==> src/rtl/core/vnorm_pkg.sv <==
// Shared constants and types for the 3D vector normalisation unit.
// No dependencies; used by every module under rtl/core.
`default_nettype none
package vnorm_pkg;
  localparam int OUT_W     = 32;  // width of each result field
  localparam int THR_W     = 16;  // width of the threshold register
  localparam int UNIT_FRAC = 30;  // fraction bits of a unit component
  localparam int QUO_W     = UNIT_FRAC + 1;  // quotient never exceeds 1.0

  // Pipeline control handed to every stage block.
  typedef struct packed {
    logic adv;  // whole pipeline moves one stage
    logic vld;  // word entering the block is real
  } pipe_ctl_t;
endpackage
`default_nettype wire

==> src/rtl/core/vnorm_sqrt.sv <==
// Pipelined floor square root, two radicand bits per register stage.
// Depends on vnorm_pkg.
`default_nettype none
module vnorm_sqrt #(
  parameter int COMP_WIDTH = 32
) (
  input  wire logic                  clk,
  input  wire logic                  rst_n,
  input  wire vnorm_pkg::pipe_ctl_t  ctl,
  input  wire logic [2*COMP_WIDTH-1:0] rad,
  output logic                       vld_o,
  output logic [COMP_WIDTH-1:0]      root_o
);
  localparam int CW = COMP_WIDTH;
  localparam int SW = 2 * CW;
  localparam int RW = CW + 3;

  logic [SW-1:0] p_rad  [CW+1];
  logic [RW-1:0] p_rem  [CW+1];
  logic [CW-1:0] p_root [CW+1];
  logic [CW:0]   p_vld;

  assign p_rad[0]  = rad;
  assign p_rem[0]  = '0;
  assign p_root[0] = '0;
  assign p_vld[0]  = ctl.vld;

  for (genvar i = 0; i < CW; i++) begin : g_stage
    logic [RW-1:0] rem_sh, trial, rem_nxt, rem_r;
    logic [CW-1:0] root_nxt, root_r;
    logic [SW-1:0] rad_r;
    logic          ge, vld_r;

    always_comb begin
      rem_sh   = {p_rem[i][RW-3:0], p_rad[i][SW-1:SW-2]};
      trial    = {1'b0, p_root[i], 2'b01};
      ge       = (rem_sh >= trial);
      rem_nxt  = ge ? (rem_sh - trial) : rem_sh;
      root_nxt = {p_root[i][CW-2:0], ge};
    end

    always_ff @(posedge clk) begin
      if (!rst_n) begin
        vld_r <= 1'b0;
      end else if (ctl.adv) begin
        vld_r <= p_vld[i];
      end
    end

    always_ff @(posedge clk) begin
      if (ctl.adv) begin
        rem_r  <= rem_nxt;
        root_r <= root_nxt;
        rad_r  <= {p_rad[i][SW-3:0], 2'b00};
      end
    end

    assign p_rad[i+1]  = rad_r;
    assign p_rem[i+1]  = rem_r;
    assign p_root[i+1] = root_r;
    assign p_vld[i+1]  = vld_r;
  end

  assign vld_o  = p_vld[CW];
  assign root_o = p_root[CW];
endmodule
`default_nettype wire

==> config.mk <==
export PLATFORM = sky130hd
export DESIGN_NAME = vnorm_sqrt
export DESIGN_NICKNAME = d
export VERILOG_FILES = /design/src/rtl/core/vnorm_pkg.sv /design/src/rtl/core/vnorm_sqrt.sv
export SDC_FILE = /design/constraint.sdc
export NUM_CORES = 2
export LEC_CHECK = 0
export ABC_AREA = 0
export BUFFER_PORTS_ARGS = -buffer_cell sky130_fd_sc_hd__buf_4
export CAP_MARGIN = 20
export CORE_MARGIN = 5
export CORE_UTILIZATION = 60
export DETAILED_ROUTE_END_ITERATION = 8
export GPL_TIMING_DRIVEN = 0
export PLACE_DENSITY = 0.78
export SYNTH_ARGS = -nofsm -noshare
export SYNTH_HDL_FRONTEND = slang
export SYNTH_SLANG_ARGS = --single-unit
export TNS_END_PERCENT = 100
==> constraint.sdc <==
create_clock -name clk -period 7.9 [get_ports clk]
set_input_delay 2.37 -clock clk [delete_from_list [all_inputs] [get_ports clk]]
set_output_delay 2.37 -clock clk [all_outputs]
set_load 0.005 [all_outputs]
# Word level (Yosys, flattened, before mapping)
# Index checks and enable logic that the tools add are counted.
# word_totals
ram_bits	0
word_cells	221
romBits	0
n_memories	0
latch_bits	0
reg_bits	2545
in_bits	68
output_inout_bits	33
# op_classes
magnitude_cmp	32
bitwise	0
reduce_logical	0
multipliers	0
div	0
eq_ne	0
shifts	0
n_mux	31
add_sub_neg	31
# ops
cell	n
2-to-1 mux 33 bit	30
>= comparator 35 x 10 -> 1 bit	1
>= comparator 35 x 11 -> 1 bit	1
>= comparator 35 x 12 -> 1 bit	1
>= comparator 35 x 13 -> 1 bit	1
>= comparator 35 x 14 -> 1 bit	1
>= comparator 35 x 15 -> 1 bit	1
>= comparator 35 x 16 -> 1 bit	1
>= comparator 35 x 17 -> 1 bit	1
>= comparator 35 x 18 -> 1 bit	1
>= comparator 35 x 19 -> 1 bit	1
>= comparator 35 x 20 -> 1 bit	1
>= comparator 35 x 21 -> 1 bit	1
>= comparator 35 x 22 -> 1 bit	1
>= comparator 35 x 23 -> 1 bit	1
>= comparator 35 x 24 -> 1 bit	1
>= comparator 35 x 25 -> 1 bit	1
>= comparator 35 x 26 -> 1 bit	1
>= comparator 35 x 27 -> 1 bit	1
>= comparator 35 x 28 -> 1 bit	1
>= comparator 35 x 29 -> 1 bit	1
>= comparator 35 x 3 -> 1 bit	1
>= comparator 35 x 30 -> 1 bit	1
>= comparator 35 x 31 -> 1 bit	1
41 further kinds	41

# Depth between registers and ports, before layout
# depth
word_depth	2
depth_mapped	15
ltp_nobuf	13

# Worst setup path after synthesis
# No wires, ideal clock.
# synth_timing
path_kind	reg-to-reg
startpoint	register g_stage[18].rem_r[0]
endpoint	register g_stage[19].rem_r[1] (data pin)
path_stages_with_launch	12
arrival_time_ps	3161
period_less_slack_ps	3421
slack_ps	4479
path_cell_list	edfxtp_1 > ha_1 > o21a_1 > o211ai_1 > a31oi_1 > a221o_1 > a221o_1 > a21o_1 > a311oi_2 > buf_2 > buf_2 > o21ai_0
# synth_between
elab_chain_len	2
# synth_rtl
element	line	text
start, declared	vnorm_sqrt.sv:29	logic [RW-1:0] rem_sh, trial, rem_nxt, rem_r;
start signal, assigned	vnorm_sqrt.sv:52	rem_r <= rem_nxt;
>= comparator 35 x 21 -> 1 bit	vnorm_sqrt.sv:37	ge = (rem_sh >= trial);
2-to-1 mux 33 bit	vnorm_sqrt.sv:38	rem_nxt = ge ? (rem_sh - trial) : rem_sh;
net g_stage[19].rem_nxt[1]	vnorm_sqrt.sv:29	
end signal, assigned	vnorm_sqrt.sv:52	
end, declared	vnorm_sqrt.sv:29	
# The timed path passes the listed nets, and every way through them passes these cells.
# A chain may end at the register's enable or synchronous reset.

# Final worst setup path
# layout_timing
startpoint	input ctl[1] (netlist bit)
endpoint	register g_stage[16].rad_r[44], enable pin
# layout_lines
element	line	text
start, declared	vnorm_sqrt.sv:9	input wire vnorm_pkg::pipe_ctl_t ctl,
end signal, assigned	vnorm_sqrt.sv:54	rad_r <= {p_rad[i][SW-3:0], 2'b00};
end, declared	vnorm_sqrt.sv:31	logic [SW-1:0] rad_r;
# No word-level cell between the ends.

==> results.tsv <==
stage	metric	value	unit
synth	YS warnings	0	
global_route	first-pass GRT wire length	378	mm
setup_path	critical path fanouts, max	193	
setup_path	Setup Crit Path Kind	input port to register	
detailed_routing	post-DR vias/cell	5.82	
timing	final max-slew violation count	0	
detailed_routing	total wire length	241	mm
detailed_routing	Final ANT Viol Nets	0	
timing	Worst-Margin Slew	1.25	ns
global_route	Total GRT Usage	23.3	%
synth	fraction of registers with async set/reset	0	%
global_route	initial antenna violation count	4	
place	HPWL after DPL	172	mm
power	clock network power share	31.4	%
die	die height	452	um
clock_tree	root buf cell	clkbuf_16	
global_route	largest net degree at the start of global routing	200	
clock_tree	Setup Buffers After CTS	0	
synth	ys flop type	edfxtp_1	
detailed_routing	drt wl/cell	19.8	um
setup_path	CP endpoint kind	register	
detailed_routing	drt first pass iters	6	
synth	Cell variety after synth	94	
die	Die Footprint	204000	sq um
finish	Filler cells	13855	
die	effective utilization at floorplan	60.2	%
global_route	vias in the first global route	69692	
setup_path	critical path endpoint	g_stage[16].rad_r[44]	
synth	sequential share of the synthesized area	64.5	%
finish	register area	75600	sq um
power	combinational share of power	20.9	%
timing	fmax	198	MHz
power	Net Switching	10800	uW
clock_tree	Clock Latency Late Sink	0.90	ns
finish	area of the multi-input gates	38100	sq um
synth	Mapped Area	117000	sq um
timing	Final period util	64.1	%
power	Internal	27200	uW
timing	crit path time final	5.06	ns
synth	post-synthesis instance total	9050	
timing	endpoints failing setup	0	
clock_tree	clock-pin transition on the worst setup and hold timing paths	0.06	ns
power	IR Drop Worst-Case VDD	0.203	mV
place	routability cong.	0.913	
global_route	gr ovfl total	0	
clock_tree	Max Root-Sink Buffers	4	
synth	Post-synth EDFFs	2495	
min_path	Hold/Removal Path Class	register to register	
power	power density cells	293	nW/um^2
clock_tree	TritonCTS buffer count	274	
clock_tree	Num Clock Sinks	2527	
setup_path	CP Data Arrival Time	5.56	ns
detailed_routing	via count	70839	
finish	P&R area growth vs syn	10.8	%
power	Flop pwr share	47.7	%
setup_path	R2R cell count	13	
power	Sw Share	28.3	%
setup_path	Worst EP required	8.40	ns
clock_tree	CTS H-tree lvls	5	
power	leak pwr	0.0495	uW
finish	Final Net Count	10071	
finish	share of layout cells above drive strength 1	6.95	%
timing	Clock Skew	0.0511	ns
synth	Syn Nets	9679	
timing	unrepaired setup endpoints after global routing	no	
setup_path	Setup crit start kind	input port	
timing	final hold violation count	0	
synth	Seq cells post-synth	2527	
synth	syn avg cell area	12.9	sq um
setup_path	FF-to-FF setup slack	2.89	ns
setup_path	worst reg2reg startpoint	g_stage[28].rem_r[7]	
status	status	finished, final reports clean	
place	# port buffers	100	
timing	Slew headroom	16.8	%
clock_tree	CTS tree	built	
finish	Layout Utilization	66.7	%
run	Max Cap Viol	0	
die	row cnt	162	
clock_tree	Resize count post-CTS	0	
die	Placeable Area	195000	sq um
die	die width	452	um
timing	setup TNS	0	ns
detailed_routing	Starting DRT DRC Count	6072	
setup_path	Critical Path Start	ctl[1]	
die	num ports	101	
clock_tree	CTS Hold Buffers Added	0	
detailed_routing	Residual DRC	0	
setup_path	RR Endpoint	g_stage[29].rem_r[17]	
-- cell families (layout without fill, tap and decap cells) --
logic type                 count (synthesis)  in the layout  share of synthesized area [%]
DFF                                     2527           2527                           64.5
and+or+nand+nor                         2330           2330                           9.90
AOI/OAI and AO/OA                       1804           1804                           9.52
buffers and inverters                    902           1486                           2.91
xor gates and xnor gates                 802            802                           6.00
adders and majority gates                561            561                           5.99
muxes                                    123            123                           1.14
other                                      1              2                        0.00320
-- per-stage QoR --
stage	setup WS [ns]	instance area, sq um	total power (uW)	hold slack [ns]	cells
2_1_floorplan	4.48	117000	23600	0.400	9050
3_3_place_gp	-16.83	121000	26600	0.400	11692
3_5_place_dp	1.98	121000	26200	0.405	11708
4_1_cts	2.94	130000	38300	0.385	12176
5_1_grt	2.68	130000	39900	0.391	12177
6_report	2.84	130000	38000	0.391	12177
-- synthesized netlist by cell type (all sizes together), types with 17 or more instances --
cell type	number	area [sq um]
edfxtp	2495	74900
inv	717	2690
nand2	596	2240
nor2	565	2120
ha	561	7020
a21oi	525	2630
o21ai	519	2600
xnor2	421	3690
xor2	381	3340
a21o	231	1730
nor3	206	1040
clkbuf	158	593
nand3	129	646
nor4	124	797
nand2b	114	721
nor2b	111	694
nand4	107	676
or3	100	636
o21a	98	736
mux2	81	912
or4	66	510
o21bai	60	454
or2	55	344
o31ai	51	383
a31oi	50	313
mux2i	42	420
and3	41	257
and2	35	219
a21boi	33	248
dfxtp	32	641
o211ai	32	240
a211oi	30	225
buf	26	125
nand3b	21	158
nor3b	20	150
a211o	17	149
o31a	17	149
-- registers in the layout (all words and copies together) (netlist names) --
signal	flops
vld_o	1
g_stage.rem_r	975
g_stage.rad_r	992
g_stage.vld_r	31
g_stage.root_r	496
root_o	32
-- worst min path at each step --
stage	start	end	slack, ns	cells past startpoint
after floorplan	g_stage[9].rad_r[20]	g_stage[10].rad_r[22]	0.40	0
after global placement	g_stage[15].rad_r[51]	g_stage[16].rad_r[53]	0.40	0
after detailed placement	g_stage[9].rad_r[22]	g_stage[10].rad_r[24]	0.40	0
after CTS	g_stage[7].rad_r[30]	g_stage[8].rad_r[32]	0.38	0
after global routing	g_stage[7].rad_r[30]	g_stage[8].rad_r[32]	0.39	0
final	g_stage[7].rad_r[30]	g_stage[8].rad_r[32]	0.39	0
-- worst max-delay path: stages --
cell    delay (ns)
buf_16        0.37
buf_16        0.41
buf_16        0.47
buf_16        0.51
buf_16        0.51
-- cell usage in the layout (no fill, tap or decap), types with 33 or more instances in the layout --
cell / synthesis / routed
clkbuf_16: 0 / 281
or3_1: 98 / 98
and2_1: 35 / 35
a21oi_1: 525 / 525
or2_2: 52 / 52
a21boi_0: 33 / 33
o31ai_1: 51 / 51
nor2_1: 564 / 564
inv_1: 715 / 715
and3_1: 41 / 41
nand2b_1: 113 / 113
clkinv_1: 1 / 57
o21ai_0: 514 / 514
ha_1: 561 / 561
o21a_1: 98 / 98
or4_1: 62 / 62
xor2_1: 381 / 381
nor2b_1: 111 / 111
clkbuf_1: 158 / 203
mux2i_1: 42 / 42
mux2_2: 81 / 81
clkinv_2: 0 / 46
nor4_1: 122 / 122
xnor2_1: 421 / 421
a21o_1: 231 / 231
nand2_1: 596 / 596
nand3_1: 129 / 129
buf_4: 1 / 100
nor3_1: 205 / 205
o21bai_1: 59 / 59
edfxtp_1: 2495 / 2495
a31oi_1: 50 / 50
nand4_1: 106 / 106
-- per-layer routing --
layer | vias up | track usage [%] | wire length, um
met2 | 1858 | 40.4 | 120000
met4 | 2 | 8.04 | 8500
li1 | 34179 | - | -
met5 | - | 0 | 13
met1 | 34270 | 30.7 | 101000
met3 | 530 | 2.92 | 11400
-- layout make-up --
cell class / count / share of cell area, %
timing repair buffer: 116 / 0.903
sequential: 2527 / 58.2
clock buffer: 326 / 5.55
inverter: 718 / 2.08
buffer: 184 / 0.554
clock inverter: 142 / 0.847
tap: 2542 / 2.45
multi-input combinational: 5621 / 29.4
antenna: 1 / 0.00193
-- power groups by stage --
stage	Sequential, uW	Combinational [uW]	Clock [uW]
floorplan	17800	5810	0
global placement	18900	7700	0
detailed placement	18400	7830	0
CTS	18100	7910	12300
global route	18300	8810	12800
finish	18100	7950	11900
Power figures use the tool's default switching activity.
