`config.mk`:
```
export PLATFORM = sky130hd
export DESIGN_NAME = vnorm_div
export DESIGN_NICKNAME = d
export VERILOG_FILES = /design/src/rtl/core/vnorm_pkg.sv /design/src/rtl/core/vnorm_div.sv
export SDC_FILE = /design/constraint.sdc
export NUM_CORES = 2
export LEC_CHECK = 0
export ABC_CLOCK_PERIOD_IN_PS = 5500
export BUFFER_PORTS_ARGS = -buffer_cell sky130_fd_sc_hd__buf_2
export CAP_MARGIN = 20
export CORE_ASPECT_RATIO = 1.2
export CORE_MARGIN = 1.5
export CORE_UTILIZATION = 30
export CTS_CLUSTER_SIZE = 28
export DETAILED_ROUTE_END_ITERATION = 8
export GPL_TIMING_DRIVEN = 0
export SETUP_SLACK_MARGIN = 0.5
export SYNTH_ARGS = -nofsm -noshare
export SYNTH_HDL_FRONTEND = slang
export SYNTH_SLANG_ARGS = --single-unit
```
`constraint.sdc`:
```
create_clock -name clk -period 5.5 [get_ports clk]
set_clock_uncertainty 0.05 [all_clocks]
set_input_delay 0.275 -clock clk [delete_from_list [all_inputs] [get_ports clk]]
set_output_delay 0.275 -clock clk [all_outputs]
set_load 0.05 [all_outputs]
```
`src/rtl/core/vnorm_pkg.sv`:
```
// Shared constants and types for the 3D vector normalisation unit.
// No dependencies; used by every module under rtl/core.
`default_nettype none
package vnorm_pkg;
  localparam int OUT_W     = 32;  // width of each result field
  localparam int THR_W     = 16;  // width of the threshold register
  localparam int UNIT_FRAC = 30;  // fraction bits of a unit component
  localparam int QUO_W     = UNIT_FRAC + 1;  // quotient never exceeds 1.0

  // Pipeline control handed to every stage block.
  typedef struct packed {
    logic adv;  // whole pipeline moves one stage
    logic vld;  // word entering the block is real
  } pipe_ctl_t;
endpackage
`default_nettype wire

```
`src/rtl/core/vnorm_div.sv`:
```
// Pipelined restoring divider: (a << 30) / m, one quotient bit per stage.
// Depends on vnorm_pkg.
`default_nettype none
module vnorm_div #(
  parameter int COMP_WIDTH = 32
) (
  input  wire logic                  clk,
  input  wire logic                  rst_n,
  input  wire vnorm_pkg::pipe_ctl_t  ctl,
  input  wire logic [COMP_WIDTH-1:0] a,
  input  wire logic                  neg,
  input  wire logic [COMP_WIDTH-1:0] m,
  output logic                       vld_o,
  output logic [vnorm_pkg::QUO_W-1:0] quo_o,
  output logic                       neg_o,
  output logic [COMP_WIDTH-1:0]      mag_o
);
  localparam int CW = COMP_WIDTH;
  localparam int QW = vnorm_pkg::QUO_W;
  localparam int DW = CW + vnorm_pkg::UNIT_FRAC;

  logic [DW-1:0] dvd;
  logic [CW-1:0] p_rem [QW+1];
  logic [QW-1:0] p_low [QW+1];
  logic [CW-1:0] p_mag [QW+1];
  logic [QW:0]   p_neg, p_vld;

  // The quotient fits in QW bits, so the top of the dividend is already
  // below the divisor and serves as the first partial remainder.
  assign dvd      = {a, {vnorm_pkg::UNIT_FRAC{1'b0}}};
  assign p_rem[0] = {1'b0, dvd[DW-1:QW]};
  assign p_low[0] = dvd[QW-1:0];
  assign p_mag[0] = m;
  assign p_neg[0] = neg;
  assign p_vld[0] = ctl.vld;

  for (genvar i = 0; i < QW; i++) begin : g_stage
    logic [CW:0]   rs, rs_sub;
    logic          ge, vld_r, neg_r;
    logic [CW-1:0] rem_r, mag_r;
    logic [QW-1:0] low_r;

    always_comb begin
      rs     = {p_rem[i], p_low[i][QW-1]};
      ge     = (rs >= {1'b0, p_mag[i]});
      rs_sub = rs - {1'b0, p_mag[i]};
    end

    always_ff @(posedge clk) begin
      if (!rst_n) begin
        vld_r <= 1'b0;
      end else if (ctl.adv) begin
        vld_r <= p_vld[i];
      end
    end

    always_ff @(posedge clk) begin
      if (ctl.adv) begin
        rem_r <= ge ? rs_sub[CW-1:0] : rs[CW-1:0];
        low_r <= {p_low[i][QW-2:0], ge};
        mag_r <= p_mag[i];
        neg_r <= p_neg[i];
      end
    end

    assign p_rem[i+1] = rem_r;
    assign p_low[i+1] = low_r;
    assign p_mag[i+1] = mag_r;
    assign p_neg[i+1] = neg_r;
    assign p_vld[i+1] = vld_r;
  end

  assign vld_o = p_vld[QW];
  assign quo_o = p_low[QW];
  assign neg_o = p_neg[QW];
  assign mag_o = p_mag[QW];
endmodule
`default_nettype wire

```
# Word level (Yosys, flattened, before mapping)

Index checks and enable logic that the tools add are counted.

Add/subtract/negate cells: 30
Magnitude comparators: 31
Mux-type cells: 30

Operators with widths:

| cell             | number |
|---|---|
| $ge A33 B32 Y1   | 30 |
| $mux W32         | 30 |
| $sub A32 B32 Y32 | 30 |
| $ge A32 B32 Y1   | 1 |

Bits in registers: 2510
Input bits: 69
Output and inout port bits: 65
Logic and storage cells: 274

# Logic depth before layout (Yosys ltp)

Depth after elaboration: 2
Depth in mapped cells: 16
Depth with buffers taken out: 14

# Worst setup path after synthesis

No wires, ideal clock.

Path kind: register to register
Start: reg g_stage[9].mag_r[1]
End: reg g_stage[10].rem_r[10], data pin
Library setup time: 0.260 ns
Arrival time: 3.370 ns
Data required time: 5.190 ns
Path slack: 1.820 ns
Stages on the path, launching flop included: 16
Path buffers: 2
Period minus slack after synthesis: 3.680 ns
Cell sequence: edfxtp_1 inv_1 ha_1 nor2b_1 o31a_1 o31ai_2 a41oi_2 a21oi_2 o21ai_1 and2_1 a311o_1 a31oi_1 a22o_1 buf_4 buf_6 mux2_2

Cells in the longest elaborated chain, start to end: 2
Elaborated cells on any way between the ends: 3
Classes of those cells: add/sub (1); order compare (1); mux (1)

Ends and longest elaborated chain:

| item                                                      | RTL line                         | text |
|---|---|---|
| start, declared                                           | vnorm_div.sv:40                  | `logic [CW-1:0] rem_r, mag_r;` |
| start signal, assigned                                    | vnorm_div.sv:61                  | `mag_r <= p_mag[i];` |
| $sub A32 B32 Y32 / $ge A33 B32 Y1 (equally long branches) | vnorm_div.sv:46, vnorm_div.sv:45 |  |
| $mux W32 (*)                                              | vnorm_div.sv:59                  | `rem_r <= ge ? rs_sub[CW-1:0] : rs[CW-1:0];` |
| end signal, assigned                                      | vnorm_div.sv:59                  |  |
| end, declared                                             | vnorm_div.sv:40                  |  |

Every way passes the cells marked *; elsewhere a longest branch is shown, timed or not.
A chain may end at the register's enable or synchronous reset.

# Worst setup path after layout

Start: reg g_stage[11].rem_r[9]
End: reg g_stage[12].rem_r[24], data pin

Cells in the longest elaborated chain, start to end: 2
Elaborated cells on any way between the ends: 3
Classes of those cells: add/sub (1); order compare (1); mux (1)

Ends and longest elaborated chain:

| item                   | RTL line        | text |
|---|---|---|
| start, declared        | vnorm_div.sv:40 |  |
| start signal, assigned | vnorm_div.sv:59 |  |
| $ge A33 B32 Y1         | vnorm_div.sv:45 | `ge = (rs >= {1'b0, p_mag[i]});` |
| net g_stage[12].ge     | vnorm_div.sv:39 | `logic ge, vld_r, neg_r;` |
| $mux W32               | vnorm_div.sv:59 |  |
| end signal, assigned   | vnorm_div.sv:59 |  |
| end, declared          | vnorm_div.sv:40 |  |

The timed path passes the listed nets, and every way through them passes these cells.

==> impl_results.md <==
- Outcome: complete, no violations
- EDFF count, synth: ~2,500
- Post-Synth Adder-Cell Area: 0.0944
- Clk_lat worst skew: 0.90 ns
- Fin nets: 13,500
- Maximum clock frequency: 203 MHz
- Area share of the largest cell type after synthesis: 0.541
- Worst path arrival time: 5.47 ns
- Total CTS buffers: 301
- Iteration-0 DRC Markers: 3,697
- Sequential power share: 0.325
- CP endpoint kind: flip-flop
- Clock-pin slew on the worst setup and hold paths: 0.05 ns
- FF-to-FF path depth: 13
- P&R area growth vs syn: 14.1%
- Avg WL per Cell: about 19 um
- Stages on the worst setup path: 13
- CP Buf/Inv Count: 3
- Internal power: slightly below 60 mW
- Die width: slightly above 600 um
- Yosys warnings: 0
- CTS max path bufs: 4
- Power Total: 95.0 mW
- RSZ-0062 raised after global routing: false
- HPWL after detailed placement: 270,000 um
- CTS root buffer: clkbuf_16
- Simple-gate area share of the yosys netlist: 0.0825
- Period utilisation layout: 0.894
- Std cell rows: 272
- Crit path kind: reg -> reg
- CP Launch Type: flip-flop
- Slew @ Worst Pin: 1.17 ns
- R2r endpoint: g_stage[12].rem_r[24]
- Largest family of logic cells by synthesized area: compound AO/OA/AOI/OAI gates
- I/O Pins: 134
- Setup Viol. Count Final: 0
- Cells along the critical path: ha_1 -> clkbuf_1 -> nand3_1 -> nor3_2 -> a2111oi_0 -> o21a_1 -> a31oi_1 -> a31o_2 -> a311oi_2 -> o21ai_4 -> buf_4 -> buf_2 -> a21oi_1
- Critical R2R Launch: g_stage[11].rem_r[9]
- Crit path required time: 6.05 ns
- Number of synthesized register bits: ~2,500
- DIE AREA: between 0.4 and 0.5 mm^2
- GRT Overall Usage: 0.145
- Hold crit path type: in -> reg
- Die Y: about 750 um
- Pwr/cell area: 604 mW/mm^2
- Sequential share of the synthesized area: 0.545
- Antenna viol nets, final: 0
- Top FF cell, synth: edfxtp_1
- Clk sink count: about 2,500
- Xor and xnor fraction of the mapped netlist area: 0.0528
- Number of distinct library cells after synthesis: 93
- Initial antenna violation count: 4
- Mapped Cells: between 10,000 and 15,000
- Min Tclk post-route: approximately 4.9 ns
- Max FO, Critical Path: 10
- Maximum vdd drop: 0.287 mV
- Leakage: 62.7 nW
- Power share of the combinational group: 0.476
- IO Port Bufs: 133
- Post-Layout Cell Count: 18,600
- CTS tree: done
- Sw frac: 0.386
- Crit-path max cell delay: 0.58 ns
- Final Max Tran Viols: 0
- Clock share of power: 0.200
- Mean post-synth cell area: 11.7 um^2
- Synth Cell Area: about 0.14 mm^2
- Asr flop ratio synth: 0
- Number of global-route vias before repair: about 96,000
- Layout cells sized above 1: 0.0995
- Worst setup path startpoint: g_stage[11].rem_r[9]
- Drt pass-1 iters: 5
- Final hold viol count: 0
- Mux cell area share after synthesis: 0.0452
- Syn Nets: approximately 13,000
- DR DRC count: 0
- Final wirelength: 347,000 um
- Slew headroom: 0.213
- Dpl cells: ~18,000
- Largest net degree at the start of global routing: about 180
- Core Box Area: approximately 0.46 mm^2
- Global route total overflow: 0
- Synth Area in Compound Gates: 0.138
- MaxCap Viol Count: 0
- Top Family by Delay on Critical Path: compound AO/OA/AOI/OAI gates
- Vias per cell: 4.82
- Initial Util: 0.301
- First-pass GRT wire length: 518,000 um
- Worst R2R Setup Slack: 0.58 ns
- Critical Path Sink: g_stage[12].rem_r[24]
- H-tree levels: 5
- Via count: 89,900
- Area leader, netlist: edfxtp_1
- P_sw: 36.6 mW
- CP max stage cell: nor3_2
- GP Congestion: 0.940
- Largest cells by area after synthesis: edfxtp_1, ha_1, mux2_2
==> worst register-to-register path, cell delays in order, from the launching register on <==
cell	delay, ns
edfxtp_1	0.40
ha_1	0.29
clkbuf_1	0.32
nand3_1	0.16
nor3_2	0.58
a2111oi_0	0.32
o21a_1	0.31
a31oi_1	0.27
a31o_2	0.31
a311oi_2	0.19
o21ai_4	0.45
buf_4	0.37
buf_2	0.42
a21oi_1	0.20
==> worst min-delay path by stage <==
| stage | start | slack [ns] | depth (start not counted) | end |
|---|---|---|---|---|
| floorplan | m[0] | 0.32 | 0 | g_stage[0].mag_r[0] |
| global placement | g_stage[29].low_r[0] | 0.35 | 0 | quo_o[1] |
| detailed placement | g_stage[9].neg_r | 0.35 | 0 | g_stage[10].neg_r |
| CTS | m[29] | 0.005 | 2 | g_stage[0].mag_r[29] |
| global route | m[31] | 0.05 | 2 | g_stage[0].mag_r[31] |
| finish | m[2] | 0.11 | 2 | g_stage[0].mag_r[2] |
==> cells by family (layout without fill, tap and decap cells) <==
| family | count (synthesis) | after routing |
|---|---|---|
| adders and majority gates | 1021 | 1021 |
| muxes | 551 | 551 |
| other | 0 | 2 |
| xor gates and xnor gates | 830 | 830 |
| DFF | 2510 | 2510 |
| AOI/OAI and AO/OA | 3022 | 3022 |
| buffers and inverters | 1501 | 2308 |
| and+or+nand+nor | 2369 | 2369 |
==> power by group through the flow <==
stage	Sequential, mW	Combinational (mW)	Clock, mW
finish	30.8	45.2	19.0
global route	31.3	49.4	20.3
CTS	30.8	45.4	19.6
detailed placement	31.2	44.9	0
global placement	32.7	44.5	0
floorplan	30.2	32.5	0
==> flip-flops by register name, indices dropped and copies added, names as in the netlist <==
| signal | count |
|---|---|
| g_stage.low_r | 465 |
| g_stage.mag_r | 960 |
| mag_o | 32 |
| g_stage.rem_r | 960 |
| g_stage.neg_r | 30 |
| g_stage.vld_r | 30 |
| quo_o | 31 |
| vld_o | 1 |
| neg_o | 1 |
==> cells in the final DEF, fill, tap and decap left out, types with 451 or more instances in the layout <==
cell type  instances
a21o_1           477
a21oi_1         1011
edfxtp_1        2479
ha_1             991
inv_1           1241
mux2_2           451
nand2_1          608
nor2_1           685
o21ai_0          643
xnor2_1          528
==> final cells by class <==
cell class	count	area, um^2
Antenna cell	2	5.00
Tap cell	6028	7540
Clock inverter	152	1230
Multi-Input combinational cell	7793	57000
Sequential cell	2510	75100
Buffer	260	1190
Clock buffer	379	8020
Fill cell	45100	300000
Inverter	1241	4660
Timing Repair Buffer	276	2380
==> through the flow <==
stage	util	worst slack [ns]	setup TNS (ns)	hold slack [ns]	cell area (um^2)
2_1_floorplan	-	1.82	0	0.324	138000
3_3_place_gp	0.319	-37.48	-	0.351	146000
3_5_place_dp	0.321	-0.640	-27.57	0.355	147000
4_1_cts	0.344	0.508	0	0.00525	157000
5_1_grt	0.344	0.506	0	0.0497	157000
6_report	0.344	0.581	0	0.106	157000
==> cell usage after synthesis, drive strengths merged (46+ instances only) <==
master / n
nor2: 686
xnor2: 528
ha: 991
or3: 50
nand4: 132
buf: 79
inv: 1241
and2: 52
o31ai: 51
a211oi: 70
a21oi: 1016
and3: 68
clkbuf: 181
nor2b: 181
nand3: 170
nor3: 132
nand2: 610
mux2i: 61
o21ai: 665
mux2: 490
nand2b: 150
xor2: 302
o211ai: 46
o21a: 142
o21bai: 118
edfxtp: 2479
a21o: 477
a31oi: 93
==> layer usage <==
layer / wire (um) / global-route usage
met1: 95000 / 0.0968
met2: 211000 / 0.327
met3: 8500 / 0.0169
met4: 32600 / 0.122
met5: 0 / 0
==> what timing repair did <==
action / 4_1_cts / 5_1_grt
setup endpoints to repair: 460 / 184
pin swaps: 1 / 2
hold endpoints to repair: 165 / 0
hold buffers: 99 / 0
gates cloned: 0 / 1
gates resized for setup: 66 / 12
setup buffers: 3 / 3
Note: power is estimated with default switching activity, not from simulation.
